==> src/hdl/art_pkg.sv <==
// ----------------------------------------------------------------------------
// art_pkg - shared types and codes of the aging redirect table
// Request and result payloads, the table entry and the chain control group.
// ----------------------------------------------------------------------------
package art_pkg;

    // request kinds
    localparam logic [1:0] REQ_INSERT = 2'd0;
    localparam logic [1:0] REQ_LOOKUP = 2'd1;
    localparam logic [1:0] REQ_SWEEP  = 2'd2;

    // configuration register indexes
    localparam logic [1:0] CFG_REDIRECT_MINUTES   = 2'd0;
    localparam logic [1:0] CFG_RELAX_STEP_MINUTES = 2'd1;

    localparam logic [9:0] REDIRECT_MINUTES_RESET   = 10'd60;
    localparam logic [5:0] RELAX_STEP_MINUTES_RESET = 6'd10;

    typedef struct packed {
        logic [1:0]  req_type;
        logic [31:0] volume_id;
        logic [31:0] target_addr;
        logic [30:0] now_seconds;
    } t_req;

    typedef struct packed {
        logic        found;
        logic [31:0] found_addr;
        logic [4:0]  dropped_count;
        logic [4:0]  entries_used;
    } t_result;

    typedef struct packed {
        logic [31:0] id;
        logic [31:0] target;
        logic [30:0] stamp;
    } t_entry;

    typedef struct packed {
        logic shift;  // every cell but the tail takes its newer neighbor
        logic load;   // the addressed cell takes the load data
    } t_chain_ctl;

endpackage

==> src/hdl/art_cell.sv <==
// ----------------------------------------------------------------------------
// art_cell - one table entry
// Holds, takes its neighbor's entry on a shift, or takes broadcast load data.
// ----------------------------------------------------------------------------
module art_cell (
    input  logic                i_clk,
    input  art_pkg::t_chain_ctl i_ctl,
    input  logic                i_load_sel,
    input  art_pkg::t_entry     i_next,
    input  art_pkg::t_entry     i_load_data,
    output art_pkg::t_entry     o_entry
);
    import art_pkg::*;

    t_entry r_entry;

    always_ff @(posedge i_clk) begin
        if (i_ctl.load && i_load_sel) begin
            r_entry <= i_load_data;
        end else if (i_ctl.shift) begin
            r_entry <= i_next;
        end
    end

    assign o_entry = r_entry;

endmodule

==> src/hdl/art_chain.sv <==
// ----------------------------------------------------------------------------
// art_chain - row of entry cells
// Cell 0 holds the oldest entry and is the head of the row; a shift moves
// every entry one cell toward the head.
// ----------------------------------------------------------------------------
module art_chain #(
    parameter int TABLE_DEPTH = 16
) (
    input  logic                           i_clk,
    input  art_pkg::t_chain_ctl            i_ctl,
    input  logic [$clog2(TABLE_DEPTH)-1:0] i_load_idx,
    input  art_pkg::t_entry                i_load_data,
    output art_pkg::t_entry                o_head
);
    import art_pkg::*;

    localparam int IW = $clog2(TABLE_DEPTH);

    t_entry w_entry [TABLE_DEPTH];

    for (genvar g = 0; g < TABLE_DEPTH; g++) begin : g_cell
        t_entry w_next;
        // the tail cell holds its own value on a shift
        if (g == TABLE_DEPTH - 1) begin : g_tail
            assign w_next = w_entry[g];
        end else begin : g_body
            assign w_next = w_entry[g + 1];
        end
        art_cell u_cell (
            .i_clk       (i_clk),
            .i_ctl       (i_ctl),
            .i_load_sel  (i_load_idx == IW'(g)),
            .i_next      (w_next),
            .i_load_data (i_load_data),
            .o_entry     (w_entry[g])
        );
    end

    assign o_head = w_entry[0];

endmodule

==> src/hdl/aging_redirect_table.sv <==
// ----------------------------------------------------------------------------
// aging_redirect_table - insertion-ordered redirect table with age-out
// Entries live in a row of cells, oldest at the head. Sweeps, evictions and
// lookups rotate the row through the head cell one entry per cycle.
// ----------------------------------------------------------------------------
//
//  channel   direction  transfer when           payload
//  in        input      i_in_valid & !o_in_stall  t_req: req_type, id, addr, now
//  out       output     o_out_valid & !i_out_stall t_result: found, addr, counts
//  cfg       input      i_cfg_we                i_cfg_index, i_cfg_data
//
//  Per request: a lookup makes one pass over the entries, a sweep fixes its
//  cutoff and makes one pass, and neither passes over an empty table. An
//  insert into a non-full table makes no pass; one into a full table repeats
//  cutoff and pass, lowering the horizon by the relax step, until an entry drops.
//  Reset empties the table and loads the register defaults.
//  A request is taken only while the controller is idle; a finished result
//  waits in the output register while the next request is taken.
// ----------------------------------------------------------------------------
module aging_redirect_table #(
    parameter int TABLE_DEPTH = 16
) (
    input  logic             i_clk,
    input  logic             i_rst_n,
    input  logic             i_cfg_we,
    input  logic [1:0]       i_cfg_index,
    input  logic [9:0]       i_cfg_data,
    input  logic             i_in_valid,
    output logic             o_in_stall,
    input  art_pkg::t_req    i_in_data,
    output logic             o_out_valid,
    input  logic             i_out_stall,
    output art_pkg::t_result o_out_data
);
    import art_pkg::*;

    localparam int CW = $clog2(TABLE_DEPTH + 1);
    localparam int IW = $clog2(TABLE_DEPTH);

    typedef enum logic [3:0] {
        S_IDLE   = 4'b0001,
        S_CUT    = 4'b0010,
        S_PASS   = 4'b0100,
        S_FINISH = 4'b1000
    } t_state;

    function automatic logic [4:0] sat5(input logic [CW-1:0] v);
        logic [CW+4:0] w;
        w = {5'b0, v};
        return (w > (CW + 5)'(31)) ? 5'd31 : w[4:0];
    endfunction

    t_state              r_state, n_state;
    logic [CW-1:0]       r_cnt, n_cnt;
    logic [CW-1:0]       r_left, n_left;
    logic [CW-1:0]       r_drop, n_drop;
    logic signed [11:0]  r_horizon, n_horizon;
    logic signed [32:0]  r_cutoff, n_cutoff;
    logic                r_flush, n_flush;
    logic                r_found, n_found;
    logic [31:0]         r_faddr, n_faddr;
    t_req                r_req, n_req;
    logic                r_out_valid, n_out_valid;
    t_result             r_out_data, n_out_data;
    logic [9:0]          r_redirect;
    logic [5:0]          r_relax;

    t_chain_ctl          w_ctl;
    logic [IW-1:0]       w_load_idx;
    t_entry              w_load_data;
    t_entry              w_head;
    logic [5:0]          w_step;
    logic [15:0]         w_span;
    logic [CW-1:0]       w_cnt_m1;
    logic                w_stay;
    logic                w_is_lookup;

    art_chain #(
        .TABLE_DEPTH (TABLE_DEPTH)
    ) u_chain (
        .i_clk       (i_clk),
        .i_ctl       (w_ctl),
        .i_load_idx  (w_load_idx),
        .i_load_data (w_load_data),
        .o_head      (w_head)
    );

    assign w_step      = (r_relax == 6'd0) ? 6'd1 : r_relax;
    assign w_span      = {6'b0, r_horizon[9:0]} * 16'd60;
    assign w_cnt_m1    = r_cnt - CW'(1);
    assign w_is_lookup = (r_req.req_type == REQ_LOOKUP);
    assign w_stay      = w_is_lookup ||
                         (!r_flush && ($signed({2'b0, w_head.stamp}) > r_cutoff));

    always_comb begin
        n_state     = r_state;
        n_cnt       = r_cnt;
        n_left      = r_left;
        n_drop      = r_drop;
        n_horizon   = r_horizon;
        n_cutoff    = r_cutoff;
        n_flush     = r_flush;
        n_found     = r_found;
        n_faddr     = r_faddr;
        n_req       = r_req;
        n_out_valid = r_out_valid;
        n_out_data  = r_out_data;
        w_ctl       = '0;
        w_load_idx  = w_cnt_m1[IW-1:0];
        w_load_data = w_head;

        if (r_out_valid && !i_out_stall) begin
            n_out_valid = 1'b0;
        end

        case (r_state)
            S_IDLE: begin
                if (i_in_valid) begin
                    n_req     = i_in_data;
                    n_found   = 1'b0;
                    n_faddr   = 32'd0;
                    n_drop    = '0;
                    n_left    = r_cnt;
                    n_horizon = $signed({2'b0, r_redirect});
                    case (i_in_data.req_type)
                        REQ_INSERT: begin
                            n_state = (r_cnt >= CW'(TABLE_DEPTH)) ? S_CUT : S_FINISH;
                        end
                        REQ_LOOKUP: begin
                            n_state = (r_cnt != '0) ? S_PASS : S_FINISH;
                        end
                        REQ_SWEEP: begin
                            n_state = (r_cnt != '0) ? S_CUT : S_FINISH;
                        end
                        default: begin
                            n_state = S_FINISH;
                        end
                    endcase
                end
            end
            S_CUT: begin
                // fix the cutoff for one pass over the table
                n_cutoff = $signed({2'b0, r_req.now_seconds}) - $signed({17'b0, w_span});
                n_flush  = r_horizon[11];
                n_left   = r_cnt;
                n_state  = S_PASS;
            end
            S_PASS: begin
                // pop the head, push it back at the tail if it survives
                w_ctl.shift = 1'b1;
                w_ctl.load  = w_stay;
                if (!w_stay) begin
                    n_cnt  = w_cnt_m1;
                    n_drop = r_drop + CW'(1);
                end
                if (w_is_lookup && (w_head.id == r_req.volume_id)) begin
                    n_found = 1'b1;
                    n_faddr = w_head.target;
                end
                n_left = r_left - CW'(1);
                if (r_left == CW'(1)) begin
                    if ((r_req.req_type == REQ_INSERT) && (n_cnt == CW'(TABLE_DEPTH))) begin
                        n_horizon = r_horizon - $signed({6'b0, w_step});
                        n_state   = S_CUT;
                    end else begin
                        n_state = S_FINISH;
                    end
                end
            end
            S_FINISH: begin
                if (!r_out_valid || !i_out_stall) begin
                    if (r_req.req_type == REQ_INSERT) begin
                        w_ctl.load  = 1'b1;
                        w_load_idx  = r_cnt[IW-1:0];
                        w_load_data = '{id:     r_req.volume_id,
                                        target: r_req.target_addr,
                                        stamp:  r_req.now_seconds};
                        n_cnt       = r_cnt + CW'(1);
                    end
                    n_out_data  = '{found:         r_found,
                                    found_addr:    r_faddr,
                                    dropped_count: sat5(r_drop),
                                    entries_used:  sat5(n_cnt)};
                    n_out_valid = 1'b1;
                    n_state     = S_IDLE;
                end
            end
            default: begin
                n_state = S_IDLE;
            end
        endcase
    end

    always_ff @(posedge i_clk) begin
        if (!i_rst_n) begin
            r_state     <= S_IDLE;
            r_cnt       <= '0;
            r_out_valid <= 1'b0;
            r_redirect  <= REDIRECT_MINUTES_RESET;
            r_relax     <= RELAX_STEP_MINUTES_RESET;
        end else begin
            r_state     <= n_state;
            r_cnt       <= n_cnt;
            r_out_valid <= n_out_valid;
            if (i_cfg_we && (i_cfg_index == CFG_REDIRECT_MINUTES)) begin
                r_redirect <= i_cfg_data;
            end
            if (i_cfg_we && (i_cfg_index == CFG_RELAX_STEP_MINUTES)) begin
                r_relax <= i_cfg_data[5:0];
            end
        end
    end

    always_ff @(posedge i_clk) begin
        r_left     <= n_left;
        r_drop     <= n_drop;
        r_horizon  <= n_horizon;
        r_cutoff   <= n_cutoff;
        r_flush    <= n_flush;
        r_found    <= n_found;
        r_faddr    <= n_faddr;
        r_req      <= n_req;
        r_out_data <= n_out_data;
    end

    assign o_in_stall  = (r_state != S_IDLE);
    assign o_out_valid = r_out_valid;
    assign o_out_data  = r_out_data;

endmodule

==> config.mk <==
export PLATFORM = sky130hd
export DESIGN_NAME = aging_redirect_table
export DESIGN_NICKNAME = d
export VERILOG_FILES = /design/src/hdl/art_pkg.sv /design/src/hdl/art_cell.sv /design/src/hdl/art_chain.sv /design/src/hdl/aging_redirect_table.sv
export SDC_FILE = /design/constraint.sdc
export NUM_CORES = 2
export LEC_CHECK = 0
export BUFFER_PORTS_ARGS = -buffer_cell sky130_fd_sc_hd__buf_2
export CAP_MARGIN = 0
export CORE_MARGIN = 2
export CORE_UTILIZATION = 25
export CTS_BUF_LIST = sky130_fd_sc_hd__clkbuf_4 sky130_fd_sc_hd__clkbuf_8
export CTS_CLUSTER_DIAMETER = 200
export DETAILED_ROUTE_END_ITERATION = 10
export HOLD_SLACK_MARGIN = 0.05
export SYNTH_ARGS = -nofsm -noshare
export SYNTH_HDL_FRONTEND = slang
export SYNTH_SLANG_ARGS = --single-unit
==> constraint.sdc <==
create_clock -name i_clk -period 10.93 [get_ports i_clk]
set_clock_uncertainty 0.05 [all_clocks]
set_input_delay 2.186 -clock i_clk [delete_from_list [all_inputs] [get_ports i_clk]]
set_output_delay 2.186 -clock i_clk [all_outputs]
set_load 0.01 [all_outputs]
==> results.md <==
* Die Span Y at 561 um
* Routed Antenna Nets at 0
* Post-CTS Setup Inserts at 0
* Area share of the largest cell type after synthesis at 67.8%
* Final worst-path cycle share at 59.8%
* DRC at 0
* WL final at 231,000 um
* Setup crit end kind: flop
* # clock sinks at roughly 1,800
* Die area at 0.314 sq mm
* Pins Over Slew Limit at 0
* Number of global-route vias before repair at between 40,000 and 50,000
* Initial antenna violation count at 20
* Ys async rst share at 0%
* Worst-skew pair later-pin latency at 1.06 ns
* Cell Rows at slightly above 200
* CP Class: reg -> reg
* Total core area at around 0.31 sq mm
* Cell Pwr Density at between 150 and 200 mW/mm^2
* Worst-case clock buffer depth at 4
* Setup violators final at 0
* Die width at 561 um
* Largest cells by area after synthesis: edfxtp_1, o22a_1, nand2_1
* VDD IR max at 0.144 mV
* Port Buffer Count at 158
* Max Freq at 0.153 GHz
* Htree depth at 5
* Post-CTS sizing at 0
* Mapped Cells at a little over 5,000
* Worst path required time at 11.76 ns
* Simple-Gate Fraction of Synth Area at 5.25%
* Post-synthesis register bit count at approximately 1,800
* Met3 usage at 2.61%
* Met1 Use GR at between 10% and 20%
* First-iteration detailed-routing DRC count at 5,571
* Synth Area in Compound Gates at 16.5%
* Final hold violation count at 0
* Rel. slew slack at 5.19%
* P&R area growth vs syn at 13.4%
* Setup TNS at 0 ns
* Worst Path Max Fanout at 191
* DR vias/cell at 5.02
* Most common cell after layout, fill and taps aside: edfxtp_1
* Layout cell share with drive strength beyond 1 at around 16%
* GRT Overall Usage at 14.2%
* Final nets at 5,560
* Crit path DAT at 7.37 ns
* 1st-pass router iterations at 6
* Post-synth EDFFs at 1,748
* Most frequent cells in the layout: edfxtp_1, o22a_1, nand2_1
* WHS at approximately 0.36 ns
* Final Critical Period at 6.54 ns
* Register area share after synthesis at 68.4%
* YS warnings at 0
* Detailed placer's ending HPWL at 118,000 um
* Clk root buf: clkbuf_8
* Hold Crit Class: reg -> reg
* CTS buffer count at 309
* Crit start category: flop
* Main flop type after synthesis: edfxtp_1
* Final Wtd Congestion at 0.776
* Pin count of the biggest net entering global routing at 203
* Static Leakage at around 27 nW
* Io pins at around 160
* MaxCap Viol Count at 0
* Gr busiest metal: met2
* Synth unique cells at just over 70
* Grt ovf at 0
* Via count at approximately 49,000
* XOR/XNOR Fraction of Synth Area at 0.993%
* Post-Syn Area at 0.0775 sq mm
* Status: finished clean
* CTS tree: done
* Syn_area_per_cell at 14.9 sq um
* Initial Utilization at 25.1%
* Largest area contributor in the netlist: edfxtp_1
* Hold buffer count at CTS at 0
* Average wire per standard cell at 23.9 um
* Clock transition at path regs at 0.06 ns
* Largest family of logic cells by synthesized area: compound AO/OA/AOI/OAI gates
* First-pass GRT wire length at 336,000 um
* Post-synthesis mux area share at under 10%
* Syn_nets at ~5,400
* Worst Tran Pin Value at 1.38 ns
* Met2 GRT Util at a little under a quarter
* RSZ-0062 raised after global routing: no
* Adder-Cell Fraction of Synth Area at approximately 1.7%
[critical path: stages, from the launching register on]
cell and delay, ns:
dfxtp_1 0.36, or4b_4 0.81, clkinv_4 0.69, nand2_2 0.24, nor2_2 0.08, nand4bb_1 0.67
and3_4 0.96, buf_12 0.63, buf_4 1.11, o22a_1 0.31
[cell usage after synthesis, drive strengths merged, types with 36 or more instances]
master	number
and2	36
buf	308
clkbuf	101
edfxtp	1748
ha	77
inv	178
mux2	95
mux2i	102
nand2	749
nor2	48
o21ai	59
o22a	1330
xnor2	57
[path summary, 6_finish.rpt]
kind | slack, ns | startpoint | end | depth (start not counted)
setup / recovery | 4.39 | r_state[2] | u_chain.g_cell[14].u_cell.o_entry[36] | 9
hold / removal | 0.36 | r_faddr[28] | o_out_data[38] | 0
setup reg to reg | 4.39 | r_state[2] | u_chain.g_cell[14].u_cell.o_entry[36] | 9
hold reg to reg | 0.36 | r_faddr[28] | o_out_data[38] | 0
[report_power, final]
part           switching (mW)  internal (mW)
clock network            2.75           3.15
registers               0.191           7.77
logic                    1.46          0.794
[sequential cells by signal, indices dropped and copies added, names as in the netlist]
signal,count
r_horizon,12
r_drop,5
o_out_valid,1
r_faddr,32
r_cnt,5
o_out_data,43
r_req,97
u_chain.g_cell.u_cell.o_entry,1520
r_state,4
r_redirect,10
r_relax,6
r_left,5
r_found,1
r_flush,1
r_cutoff,32
[cell families after synthesis]
kind of cell | count (synthesis)
AO/OA/AOI/OAI | 1491
XOR/XNOR | 87
adder cells (fa/ha/maj) | 96
buffers and inverters | 588
AND/OR/NAND/NOR | 964
flip-flops | 1774
multiplexers | 197
[cell type report]
type / count / area, sq um
well taps: 4120 / 5150
repair buffers: 251 / 1660
diodes: 5 / 12.5
clock inverters: 99 / 514
multi-input cells: 2835 / 21600
inverters: 179 / 682
fillers: 30866 / 221000
flip-flops and latches: 1774 / 53000
clock buffers: 429 / 5230
[metrics by stage]
stage / cells / cell area, sq um / setup WS [ns] / power, mW / utilization, %
floorplan: 5197 / 77500 / -0.135 / 9.62 / -
global placement: 9159 / 82100 / 3.88 / 10.3 / 26.6
detailed placement: 9159 / 82100 / 3.85 / 10.3 / 26.6
CTS: 9687 / 87800 / 4.56 / 16.2 / 28.5
global route: 9688 / 87800 / 4.15 / 16.7 / 28.5
finish: 9692 / 87800 / 4.39 / 16.1 / 28.5
[per-layer routing]
metal,up-vias,share of wire (%)
met5,-,0
met4,0,2.6
met3,382,8.9
met2,2486,48
met1,25024,41
li1,20791,-
Note: power is estimated with default switching activity, not from simulation.
